`config.mk`:
```
export PLATFORM = sky130hd
export DESIGN_NAME = packet_playout_queue
export DESIGN_NICKNAME = d
export VERILOG_FILES = /design/src/rtl/ppq_pkg.sv /design/src/rtl/packet_playout_queue.sv /design/src/rtl/ppq_ram.sv /design/src/rtl/ppq_ctrl.sv /design/src/rtl/ppq_datapath.sv
export SDC_FILE = /design/constraint.sdc
export NUM_CORES = 2
export LEC_CHECK = 0
export BUFFER_PORTS_ARGS = -buffer_cell sky130_fd_sc_hd__buf_2
export CORE_MARGIN = 4
export CORE_UTILIZATION = 55
export CTS_BUF_LIST = sky130_fd_sc_hd__clkbuf_16
export CTS_CLUSTER_DIAMETER = 200
export DETAILED_ROUTE_END_ITERATION = 6
export GPL_TIMING_DRIVEN = 0
export PLACE_DENSITY = 0.71
export SLEW_MARGIN = 20
export SYNTH_ARGS = -nofsm -noshare
export SYNTH_HDL_FRONTEND = slang
export SYNTH_SLANG_ARGS = --single-unit
export TNS_END_PERCENT = 100
```
`constraint.sdc`:
```
create_clock -name clk_i -period 5.95 [get_ports clk_i]
set_input_delay 1.4875 -clock clk_i [delete_from_list [all_inputs] [get_ports clk_i]]
set_output_delay 1.4875 -clock clk_i [all_outputs]
set_load 0.03 [all_outputs]
```
`src/rtl/ppq_pkg.sv`:
```
// Package for the packet playout queue: sizes, codes, RAM word layout and the
// command and status bundles shared by the controller and the datapath.
// No dependencies.
package ppq_pkg;

  localparam int SLOTS     = 64;
  localparam int SLOT_W    = $clog2(SLOTS);
  localparam int CNT_W     = $clog2(SLOTS + 1);
  localparam int LEN_W     = 12;
  localparam int SPAN_W    = 16;
  localparam int QSPAN_W   = 22;
  localparam int TICK_W    = 16;
  localparam int CFG_W     = 22;
  localparam int CFG_IDX_W = 3;

  localparam logic [LEN_W-1:0]   MAX_BYTES_RST  = LEN_W'(1024);
  localparam logic [QSPAN_W-1:0] HIGH_WATER_RST = QSPAN_W'(9600);
  localparam logic [QSPAN_W-1:0] PREBUF_RST     = QSPAN_W'(1920);
  localparam logic [TICK_W-1:0]  RETIRE_RST     = TICK_W'(10);
  localparam logic [TICK_W-1:0]  STALL_RST      = TICK_W'(100);

  typedef enum logic [1:0] {
    OP_OFFER = 2'd0,
    OP_POP   = 2'd1,
    OP_TICK  = 2'd2,
    OP_RSVD  = 2'd3
  } op_e;

  typedef enum logic [1:0] {
    ST_OK        = 2'd0,
    ST_REFUSED   = 2'd1,
    ST_NOT_READY = 2'd2,
    ST_TOO_BIG   = 2'd3
  } status_e;

  typedef enum logic [CFG_IDX_W-1:0] {
    CFG_MAX_BYTES  = 3'd0,
    CFG_HIGH_WATER = 3'd1,
    CFG_PREBUF     = 3'd2,
    CFG_RETIRE     = 3'd3,
    CFG_STALL      = 3'd4
  } cfg_idx_e;

  typedef struct packed {
    logic [LEN_W-1:0]  len;
    logic [SPAN_W-1:0] span;
  } slot_t;

  typedef struct packed {
    logic    capture;
    logic    set_status;
    status_e status;
    logic    drop_head;
    logic    insert;
    logic    pop_commit;
    logic    gate_set;
    logic    term_latch;
    logic    tick;
    logic    load_out;
  } cmd_t;

  typedef struct packed {
    op_e  op;
    logic oversize;
    logic unpriced;
    logic len_zero;
    logic full;
    logic empty;
    logic over_hw;
    logic gate_short;
  } sts_t;

endpackage

```
`src/rtl/packet_playout_queue.sv`:
```
// Top level of the packet playout queue: joins the controller and the datapath.
// Depends on ppq_pkg, ppq_ctrl, ppq_datapath.
//
// Input channel (in_valid_i / in_stall_o) carries one transaction per command:
// offer a packet, pop the head packet, or end a tick. Every transaction yields
// exactly one result on the output channel (out_valid_o / out_stall_i) with a
// status, the slot index, the popped length, the drop count and the retire flag.
// Payload bytes are kept outside in a pool addressed by slot_index_o. An offer
// that is neither refused nor empty drops the head slot first when the ring is
// full, then after the insert drops head slots one at a time while above the
// high-water mark, each drop reading the head slot span through the registered
// read port of the slot RAM. A new transaction is taken in the cycle after the
// result is loaded; the next one enters while that result still waits on the
// output. A stalled result holds; the controller waits in its last state until
// the output register is free. Reset clears pointers, counts, span, gate, idle
// count and restores the register defaults; slot contents stay undefined. The
// user must write configuration (cfg_we_i, cfg_index_i, cfg_data_i) only while
// idle; the block does not enforce it.
module packet_playout_queue import ppq_pkg::*; (
  input  logic                 clk_i,
  input  logic                 rst_ni,
  input  logic                 cfg_we_i,
  input  logic [CFG_IDX_W-1:0] cfg_index_i,
  input  logic [CFG_W-1:0]     cfg_data_i,
  input  logic                 in_valid_i,
  output logic                 in_stall_o,
  input  logic [1:0]           op_i,
  input  logic [LEN_W-1:0]     pkt_len_i,
  input  logic [SPAN_W-1:0]    span_samples_i,
  input  logic                 terminator_i,
  input  logic [LEN_W-1:0]     out_capacity_i,
  input  logic                 produced_i,
  output logic                 out_valid_o,
  input  logic                 out_stall_i,
  output logic [1:0]           status_o,
  output logic [SLOT_W-1:0]    slot_index_o,
  output logic [LEN_W-1:0]     out_len_o,
  output logic [CNT_W-1:0]     dropped_o,
  output logic                 retire_o
);

  cmd_t cmd;
  sts_t sts;

  ppq_ctrl u_ctrl (
    .clk_i      (clk_i),
    .rst_ni     (rst_ni),
    .in_valid_i (in_valid_i),
    .in_stall_o (in_stall_o),
    .out_valid_o(out_valid_o),
    .out_stall_i(out_stall_i),
    .sts_i      (sts),
    .cmd_o      (cmd)
  );

  ppq_datapath u_datapath (
    .clk_i         (clk_i),
    .rst_ni        (rst_ni),
    .cmd_i         (cmd),
    .sts_o         (sts),
    .cfg_we_i      (cfg_we_i),
    .cfg_index_i   (cfg_index_i),
    .cfg_data_i    (cfg_data_i),
    .op_i          (op_i),
    .pkt_len_i     (pkt_len_i),
    .span_samples_i(span_samples_i),
    .terminator_i  (terminator_i),
    .out_capacity_i(out_capacity_i),
    .produced_i    (produced_i),
    .status_o      (status_o),
    .slot_index_o  (slot_index_o),
    .out_len_o     (out_len_o),
    .dropped_o     (dropped_o),
    .retire_o      (retire_o)
  );

  a_busy_after_accept: assert property (@(posedge clk_i) disable iff (!rst_ni)
    (in_valid_i && !in_stall_o) |=> in_stall_o)
    else $error("controller idle right after an accepted transaction");

  a_result_from_busy: assert property (@(posedge clk_i) disable iff (!rst_ni)
    $rose(out_valid_o) |-> $past(in_stall_o))
    else $error("result appeared without a transaction in progress");

  a_drop_only_on_ok: assert property (@(posedge clk_i) disable iff (!rst_ni)
    (out_valid_o && dropped_o != '0) |-> (status_o == ST_OK && !retire_o))
    else $error("drop count reported on a failed or non-offer transaction");

endmodule

```
`src/rtl/ppq_ram.sv`:
```
// Generic single-port-write, single-port-read RAM with registered read data.
// No dependencies.
module ppq_ram #(
  parameter int WIDTH = 8,
  parameter int DEPTH = 16
) (
  input  logic                     clk_i,
  input  logic                     we_i,
  input  logic [$clog2(DEPTH)-1:0] waddr_i,
  input  logic [WIDTH-1:0]         wdata_i,
  input  logic [$clog2(DEPTH)-1:0] raddr_i,
  output logic [WIDTH-1:0]         rdata_o
);

  logic [WIDTH-1:0] mem_q [DEPTH];
  logic [WIDTH-1:0] rdata_q;

  always_ff @(posedge clk_i) begin
    if (we_i) begin
      mem_q[waddr_i] <= wdata_i;
    end
    rdata_q <= mem_q[raddr_i];
  end

  assign rdata_o = rdata_q;

endmodule

```
`src/rtl/ppq_ctrl.sv`:
```
// Controller state machine of the packet playout queue: sequences offer, pop
// and tick transactions and owns the result valid flag. Depends on ppq_pkg.
module ppq_ctrl import ppq_pkg::*; (
  input  logic clk_i,
  input  logic rst_ni,
  input  logic in_valid_i,
  output logic in_stall_o,
  output logic out_valid_o,
  input  logic out_stall_i,
  input  sts_t sts_i,
  output cmd_t cmd_o
);

  typedef enum logic [2:0] {
    S_IDLE,
    S_DECODE,
    S_FULL_DROP,
    S_INSERT,
    S_CHECK,
    S_HW_DROP,
    S_POP,
    S_DONE
  } state_e;

  state_e state_q, state_d;
  logic   out_valid_q;
  logic   out_free;

  assign out_free = !out_valid_q || !out_stall_i;

  always_comb begin
    state_d = state_q;
    cmd_o   = '0;
    cmd_o.status = ST_OK;
    unique case (state_q)
      S_IDLE: begin
        if (in_valid_i) begin
          cmd_o.capture = 1'b1;
          state_d = S_DECODE;
        end
      end
      S_DECODE: begin
        state_d = S_DONE;
        unique case (sts_i.op)
          OP_OFFER: begin
            if (sts_i.oversize) begin
              cmd_o.set_status = 1'b1;
              cmd_o.status     = ST_REFUSED;
            end else if (sts_i.unpriced) begin
              cmd_o.set_status = 1'b1;
              cmd_o.status     = ST_REFUSED;
              cmd_o.term_latch = 1'b1;
            end else if (sts_i.len_zero) begin
              cmd_o.term_latch = 1'b1;
            end else if (sts_i.full) begin
              state_d = S_FULL_DROP;
            end else begin
              state_d = S_INSERT;
            end
          end
          OP_POP: begin
            if (sts_i.gate_short) begin
              cmd_o.set_status = 1'b1;
              cmd_o.status     = ST_NOT_READY;
            end else begin
              cmd_o.gate_set = 1'b1;
              if (sts_i.empty) begin
                cmd_o.set_status = 1'b1;
                cmd_o.status     = ST_NOT_READY;
              end else begin
                state_d = S_POP;
              end
            end
          end
          OP_TICK: begin
            cmd_o.tick = 1'b1;
          end
          OP_RSVD: begin
            cmd_o.set_status = 1'b1;
            cmd_o.status     = ST_REFUSED;
          end
        endcase
      end
      S_FULL_DROP: begin
        cmd_o.drop_head = 1'b1;
        state_d = S_INSERT;
      end
      S_INSERT: begin
        cmd_o.insert = 1'b1;
        state_d = S_CHECK;
      end
      S_CHECK: begin
        if (sts_i.over_hw) begin
          state_d = S_HW_DROP;
        end else begin
          cmd_o.term_latch = 1'b1;
          state_d = S_DONE;
        end
      end
      S_HW_DROP: begin
        cmd_o.drop_head = 1'b1;
        state_d = S_CHECK;
      end
      S_POP: begin
        cmd_o.pop_commit = 1'b1;
        state_d = S_DONE;
      end
      S_DONE: begin
        if (out_free) begin
          cmd_o.load_out = 1'b1;
          state_d = S_IDLE;
        end
      end
      default: state_d = S_IDLE;
    endcase
  end

  always_ff @(posedge clk_i or negedge rst_ni) begin
    if (!rst_ni) begin
      state_q     <= S_IDLE;
      out_valid_q <= 1'b0;
    end else begin
      state_q <= state_d;
      if (cmd_o.load_out) begin
        out_valid_q <= 1'b1;
      end else if (!out_stall_i) begin
        out_valid_q <= 1'b0;
      end
    end
  end

  assign in_stall_o  = (state_q != S_IDLE);
  assign out_valid_o = out_valid_q;

endmodule

```
`src/rtl/ppq_datapath.sv`:
```
// Datapath of the packet playout queue: configuration registers, ring pointers,
// span accounting, slot RAM and result registers. Depends on ppq_pkg, ppq_ram.
module ppq_datapath import ppq_pkg::*; (
  input  logic                 clk_i,
  input  logic                 rst_ni,
  input  cmd_t                 cmd_i,
  output sts_t                 sts_o,
  input  logic                 cfg_we_i,
  input  logic [CFG_IDX_W-1:0] cfg_index_i,
  input  logic [CFG_W-1:0]     cfg_data_i,
  input  logic [1:0]           op_i,
  input  logic [LEN_W-1:0]     pkt_len_i,
  input  logic [SPAN_W-1:0]    span_samples_i,
  input  logic                 terminator_i,
  input  logic [LEN_W-1:0]     out_capacity_i,
  input  logic                 produced_i,
  output logic [1:0]           status_o,
  output logic [SLOT_W-1:0]    slot_index_o,
  output logic [LEN_W-1:0]     out_len_o,
  output logic [CNT_W-1:0]     dropped_o,
  output logic                 retire_o
);

  logic [LEN_W-1:0]   max_bytes_q;
  logic [QSPAN_W-1:0] high_water_q;
  logic [QSPAN_W-1:0] prebuf_q;
  logic [TICK_W-1:0]  retire_ticks_q;
  logic [TICK_W-1:0]  stall_ticks_q;

  op_e               op_q;
  logic [LEN_W-1:0]  len_q;
  logic [SPAN_W-1:0] span_q;
  logic              term_q;
  logic [LEN_W-1:0]  cap_q;
  logic              produced_q;

  logic [SLOT_W-1:0]  head_q, head_d;
  logic [CNT_W-1:0]   count_q, count_d;
  logic [QSPAN_W-1:0] qspan_q, qspan_d;
  logic               gate_q, gate_d;
  logic [TICK_W-1:0]  idle_q, idle_d;

  status_e           res_status_q;
  logic [SLOT_W-1:0] res_slot_q;
  logic [LEN_W-1:0]  res_len_q;
  logic [CNT_W-1:0]  res_dropped_q;
  logic              res_retire_q;

  status_e           out_status_q;
  logic [SLOT_W-1:0] out_slot_q;
  logic [LEN_W-1:0]  out_len_q;
  logic [CNT_W-1:0]  out_dropped_q;
  logic              out_retire_q;

  slot_t             ram_rd;
  slot_t             ram_wr;
  logic [CNT_W:0]    tail_sum;
  logic [SLOT_W-1:0] tail;
  logic [SLOT_W-1:0] head_nxt;
  logic              fits;
  logic              adv;
  logic              drained;
  logic [TICK_W-1:0] idle_nxt;
  logic              retire_now;

  assign ram_wr.len  = len_q;
  assign ram_wr.span = span_q;

  ppq_ram #(
    .WIDTH($bits(slot_t)),
    .DEPTH(SLOTS)
  ) u_slot_ram (
    .clk_i  (clk_i),
    .we_i   (cmd_i.insert),
    .waddr_i(tail),
    .wdata_i(ram_wr),
    .raddr_i(head_q),
    .rdata_o(ram_rd)
  );

  always_comb begin
    tail_sum = (CNT_W+1)'(head_q) + (CNT_W+1)'(count_q);
    if (tail_sum >= (CNT_W+1)'(SLOTS)) begin
      tail = SLOT_W'(tail_sum - (CNT_W+1)'(SLOTS));
    end else begin
      tail = SLOT_W'(tail_sum);
    end
    head_nxt = (head_q == SLOT_W'(SLOTS - 1)) ? '0 : head_q + 1'b1;
    fits     = (ram_rd.len <= cap_q);
    adv      = cmd_i.drop_head || (cmd_i.pop_commit && fits);
    drained  = (count_q == '0);
    if (produced_q) begin
      idle_nxt = '0;
    end else if (idle_q == '1) begin
      idle_nxt = idle_q;
    end else begin
      idle_nxt = idle_q + 1'b1;
    end
    retire_now = (idle_nxt >= (drained ? retire_ticks_q : stall_ticks_q));
  end

  always_comb begin
    head_d  = head_q;
    count_d = count_q;
    qspan_d = qspan_q;
    gate_d  = gate_q;
    idle_d  = idle_q;
    if (cmd_i.insert) begin
      count_d = count_q + 1'b1;
      qspan_d = qspan_q + QSPAN_W'(span_q);
    end else if (adv) begin
      head_d  = head_nxt;
      count_d = count_q - 1'b1;
      qspan_d = qspan_q - QSPAN_W'(ram_rd.span);
    end
    if (cmd_i.gate_set || (cmd_i.term_latch && term_q)) begin
      gate_d = 1'b1;
    end else if (cmd_i.tick && !produced_q && drained) begin
      gate_d = 1'b0;
    end
    if (cmd_i.tick) begin
      idle_d = idle_nxt;
    end
  end

  always_ff @(posedge clk_i or negedge rst_ni) begin
    if (!rst_ni) begin
      max_bytes_q    <= MAX_BYTES_RST;
      high_water_q   <= HIGH_WATER_RST;
      prebuf_q       <= PREBUF_RST;
      retire_ticks_q <= RETIRE_RST;
      stall_ticks_q  <= STALL_RST;
      head_q         <= '0;
      count_q        <= '0;
      qspan_q        <= '0;
      gate_q         <= 1'b0;
      idle_q         <= '0;
    end else begin
      if (cfg_we_i) begin
        unique case (cfg_idx_e'(cfg_index_i))
          CFG_MAX_BYTES:  max_bytes_q    <= cfg_data_i[LEN_W-1:0];
          CFG_HIGH_WATER: high_water_q   <= cfg_data_i[QSPAN_W-1:0];
          CFG_PREBUF:     prebuf_q       <= cfg_data_i[QSPAN_W-1:0];
          CFG_RETIRE:     retire_ticks_q <= cfg_data_i[TICK_W-1:0];
          CFG_STALL:      stall_ticks_q  <= cfg_data_i[TICK_W-1:0];
          default: ;
        endcase
      end
      head_q  <= head_d;
      count_q <= count_d;
      qspan_q <= qspan_d;
      gate_q  <= gate_d;
      idle_q  <= idle_d;
    end
  end

  always_ff @(posedge clk_i) begin
    if (cmd_i.capture) begin
      op_q          <= op_e'(op_i);
      len_q         <= pkt_len_i;
      span_q        <= span_samples_i;
      term_q        <= terminator_i;
      cap_q         <= out_capacity_i;
      produced_q    <= produced_i;
      res_status_q  <= ST_OK;
      res_slot_q    <= '0;
      res_len_q     <= '0;
      res_dropped_q <= '0;
      res_retire_q  <= 1'b0;
    end else begin
      if (cmd_i.set_status) begin
        res_status_q <= cmd_i.status;
      end
      if (cmd_i.insert) begin
        res_slot_q <= tail;
      end
      if (cmd_i.drop_head) begin
        res_dropped_q <= res_dropped_q + 1'b1;
      end
      if (cmd_i.pop_commit) begin
        res_slot_q <= head_q;
        res_len_q  <= ram_rd.len;
        if (!fits) begin
          res_status_q <= ST_TOO_BIG;
        end
      end
      if (cmd_i.tick) begin
        res_retire_q <= retire_now;
      end
    end
    if (cmd_i.load_out) begin
      out_status_q  <= res_status_q;
      out_slot_q    <= res_slot_q;
      out_len_q     <= res_len_q;
      out_dropped_q <= res_dropped_q;
      out_retire_q  <= res_retire_q;
    end
  end

  assign sts_o.op         = op_q;
  assign sts_o.oversize   = (len_q > max_bytes_q);
  assign sts_o.unpriced   = (len_q != '0) && (span_q == '0);
  assign sts_o.len_zero   = (len_q == '0);
  assign sts_o.full       = (count_q == CNT_W'(SLOTS));
  assign sts_o.empty      = drained;
  assign sts_o.over_hw    = (qspan_q > high_water_q) && (count_q > CNT_W'(1));
  assign sts_o.gate_short = !gate_q && (qspan_q < prebuf_q);

  assign status_o     = out_status_q;
  assign slot_index_o = out_slot_q;
  assign out_len_o    = out_len_q;
  assign dropped_o    = out_dropped_q;
  assign retire_o     = out_retire_q;

endmodule

```
==> results by group <==
Timing
  – Final WS setup: 1.25 ns
  – RSZ-0062 raised after global routing: false
  – Final period util: 79.0%
  – Max-slew headroom: 20.6%
  – Min Tclk post-route: 4.70 ns
  – Setup Skew: 0.0399 ns
  – Fin. Hold Viols: 0
  – Worst-Margin Slew: 1.19 ns
  – Sum Neg Setup Slack: 0 ns
  – Final setup viols: 0
  – Fin. max-slew vios: 0
  – Fmax: 0.213 GHz

Power
  – Total power: 45.3 mW
  – PwrDens: 477 mW/mm2
  – Leakage power: 31.5 nW
  – Worst VDD drop: 0.393 mV

Logic synthesis
  – Seq cells post-synth: 2,064
  – Ys Warns: 0
  – Mapped Cells: 3,962
  – Sequential fraction of the synthesis area: 74.2%
  – EDFF count, synth: 1,864
  – Synthesized area per cell: 20.7 um2
  – FFs w/ async S/R, synth: 6.98%
  – Ys flop type: edfxtp_1
  – Mapped Area: 0.0818 mm2
  – Cell variety after synth: 67
  – Net count after synthesis: 4,154

Finish
  – Layout Nets: 4,608
  – Area Growth Syn to Fin: 16.0%
  – Filler Cells Inserted: 9,546
  – Post-layout util: 64.2%
  – Design Area, Final: 0.0950 mm2
  – Layout cells sized above 1: 28.7%

Routing
  – First-pass iteration count of the detailed router: 5
  – DR WL/cell: 33.2 um
  – DRC: 0
  – Met2 wire length: 105 mm
  – DR iter-0 viols: 5,630
  – Post-Route M1 WL: 81.3 mm
  – Via count: 42,700
  – Via density: 6.54
  – Remaining antenna violation count: 0
  – Final wirelength: 217 mm
  – Max Used Layer: met5
  – Met3 routed WL: 20.5 mm

Setup path
  – Slowest CP cell: a2111oi_1
  – CP Launch Type: register
  – Worst Setup End Kind: register
  – Maximum fanout along the worst path: 10
  – Most frequent CP cell: clkbuf_1
  – Delay of the slowest cell on the worst path: 0.81 ns
  – R2R cell count: 13
  – WP data arrival: 5.44 ns
  – Critical path, cell by cell: clkbuf_1 > and3_1 > clkbuf_1 > clkbuf_1 > o21ai_0 > ha_1 > a211oi_1 > o211a_1 > o31ai_2 > a2111oi_1 > nor3_1 > o2111ai_1 > xnor2_1
  – Setup CP Type: register to register
  – Worst Path Required: 6.69 ns

Die
  – Die Width: 394 um
  – I/O pins: 104
  – Starting Density: 55.4%
  – CORE AREA: 0.148 mm2
  – Die Ht: 394 um
  – Die area: 0.155 mm2
  – Row cnt: 141

Clocking
  – TritonCTS Buffers: 199
  – CTS Hold Buffers Added: 0
  – Worst-path clk slew: 0.06 ns
  – Post-cts sizing count: 0
  – Clock Path Buffers: 3
  – H-tree Lvls: 4
  – CTS tree: done
  – Clock sinks: 2,064
  – Root buffer cell: clkbuf_16
  – Worst-Skew Late Latency: 0.84 ns
  – Post-CTS setup buffers: 0

Global routing
  – Initial antenna violation count: 14
  – Largest net degree at the start of global routing: 78
  – All-Layer GR Usage: 28.2%
  – GRT Residual Overflow: 0
  – First-pass GRT wire length: 312 mm
  – Vias in the first global route: 42,600

Placement
  – HPWL after DPL: 149 mm
  – IO buf count: 103
  – Setup WS pre-CTS: 1.19 ns
  – DP Area: 0.0884 mm2
  – Gpl congestion: 0.905

Hold path
  – Hold Path Cell Cnt: 0
  – Min-Delay Path Class: register to register

Job
  – Max-cap violations: 0

Status
  – Status: finished clean
worst max-delay path: cells and delay by family, from the launching register on:
kind | cells | cell delay [ns]
buf+inv | 3 | 1.35
simple gates | 2 | 0.35
flops | 1 | 0.39
fa+ha+maj | 1 | 0.29
compound gates | 6 | 2.05
xor+xnor | 1 | 0.15
power breakdown:
part / switching, mW / total [mW] / leakage (nW) / internal [mW]
clock: 5.55 / 12.5 / 3.34 / 6.91
sequential: 0.657 / 17.4 / 19.0 / 16.7
combinational: 9.24 / 15.5 / 9.18 / 6.25
total: 15.5 / 45.3 / 31.5 / 29.9
stage by stage:
| step | std cells | hold slack, ns |
|---|---|---|
| 6_report | 6535 | 0.434 |
| 5_1_grt | 6522 | 0.447 |
| 4_1_cts | 6519 | 0.430 |
| 3_5_place_dp | 6142 | 0.420 |
| 3_3_place_gp | 5995 | 0.414 |
| 2_1_floorplan | 3962 | 0.400 |
layout make-up:
| cell class | instances | area (um2) | share of cell area [%] |
|---|---|---|---|
| repair buffers | 253 | 3690 | 3.89 |
| flip-flops and latches | 2064 | 60700 | 63.9 |
| plain buffers | 180 | 777 | 0.818 |
| clock inverters | 177 | 1450 | 1.53 |
| diodes | 13 | 32.5 | 0.0343 |
| multi-input cells | 1633 | 20600 | 21.6 |
| inverters | 85 | 319 | 0.336 |
| well taps | 1930 | 2410 | 2.54 |
| clock buffers | 200 | 5000 | 5.27 |
synthesized netlist by cell type (all sizes together) (6+ instances only):
| master | number | share of area (%) |
|---|---|---|
| a211o | 6 | 0.064 |
| a211oi | 7 | 0.064 |
| a21o | 35 | 0.32 |
| a21oi | 100 | 0.61 |
| a22oi | 6 | 0.055 |
| a31oi | 14 | 0.11 |
| and2 | 6 | 0.046 |
| and3 | 10 | 0.076 |
| buf | 69 | 0.42 |
| clkbuf | 111 | 0.51 |
| dfrtp | 130 | 4.0 |
| dfstp | 14 | 0.45 |
| dfxtp | 56 | 1.4 |
| edfxtp | 1864 | 68 |
| ha | 116 | 1.8 |
| inv | 84 | 0.39 |
| mux2 | 39 | 0.54 |
| mux2i | 21 | 0.26 |
| mux4 | 588 | 16 |
| nand2 | 173 | 0.79 |
| nand2b | 8 | 0.061 |
| nand3 | 36 | 0.22 |
| nand4 | 23 | 0.18 |
| nor2 | 159 | 0.73 |
| nor2b | 10 | 0.076 |
| nor3 | 21 | 0.13 |
| nor4 | 17 | 0.14 |
| o21ai | 89 | 0.54 |
| o31ai | 11 | 0.11 |
| or3 | 10 | 0.076 |
| xnor2 | 32 | 0.34 |
| xor2 | 30 | 0.32 |
registers in the layout (all words and copies together) (netlist names), 7 cells and up:
register and cells:
u_datapath.u_slot_ram.mem_q 1792, u_datapath.u_slot_ram.rdata_o 28, u_datapath.high_water_q 22, u_datapath.prebuf_q 22
u_datapath.qspan_q 22, u_datapath.idle_q 16, u_datapath.retire_ticks_q 16, u_datapath.span_q 16
u_datapath.stall_ticks_q 16, u_datapath.cap_q 12, u_datapath.len_q 12, u_datapath.max_bytes_q 12
u_datapath.out_len_o 12, u_datapath.res_len_q 12, u_datapath.count_q 7, u_datapath.dropped_o 7
u_datapath.res_dropped_q 7
metal layers:
| metal | global-route usage (%) | vias up |
|---|---|---|
| met3 | 5.84 | 452 |
| met5 | 0 | - |
| li1 | - | 17300 |
| met1 | 39.0 | 22500 |
| met4 | 12.2 | 4 |
| met2 | 44.4 | 2486 |
cell families (layout without fill, tap and decap cells):
| kind of cell | Yosys count | count (layout) | share of synthesized area [%] |
|---|---|---|---|
| muxes | 648 | 648 | 17.0 |
| and+or+nand+nor | 493 | 493 | 2.71 |
| buffers and inverters | 265 | 895 | 1.31 |
| AOI/OAI and AO/OA | 312 | 312 | 2.33 |
| adders and majority gates | 118 | 118 | 1.82 |
| xor gates and xnor gates | 62 | 62 | 0.663 |
| other | 0 | 13 | 0 |
| DFF | 2064 | 2064 | 74.2 |
final timing paths:
| path | start | to | slack [ns] |
|---|---|---|---|
| max in group asynchronous | rst_ni | u_datapath.stall_ticks_q[6]$_DFFE_PN1P_ | 4.49 |
| setup / recovery | u_ctrl.state_q[0]$_DFFE_PN0P_ | u_datapath.qspan_q[21]$_DFFE_PN0P_ | 1.25 |
| hold reg to reg | u_datapath.res_len_q[3]$_SDFFE_PP0P_ | u_datapath.out_len_o[3]$_DFFE_PP_ | 0.43 |
| min in group asynchronous | rst_ni | u_datapath.qspan_q[17]$_DFFE_PN0P_ | 0.61 |
| setup reg to reg | u_ctrl.state_q[0]$_DFFE_PN0P_ | u_datapath.qspan_q[21]$_DFFE_PN0P_ | 1.25 |
| hold / removal | u_datapath.res_len_q[3]$_SDFFE_PP0P_ | u_datapath.out_len_o[3]$_DFFE_PP_ | 0.43 |
layout by cell type (no fill, tap or decap), types with 35 or more instances in the layout:
cell,synthesis,final
a21o_1,35,35
a21oi_1,100,99
buf_16,0,71
buf_2,32,136
buf_8,0,70
clkbuf_1,111,100
clkbuf_16,0,200
clkinv_1,1,42
clkinv_2,0,45
dfrtp_1,130,130
dfxtp_1,56,56
edfxtp_1,1864,1864
ha_1,116,116
inv_1,84,131
mux2_2,39,39
mux4_2,588,588
nand2_1,173,173
nand3_1,36,36
nor2_1,159,95
nor2_4,0,64
o21ai_0,89,89
No activity file was read; power rests on OpenSTA's default activity.
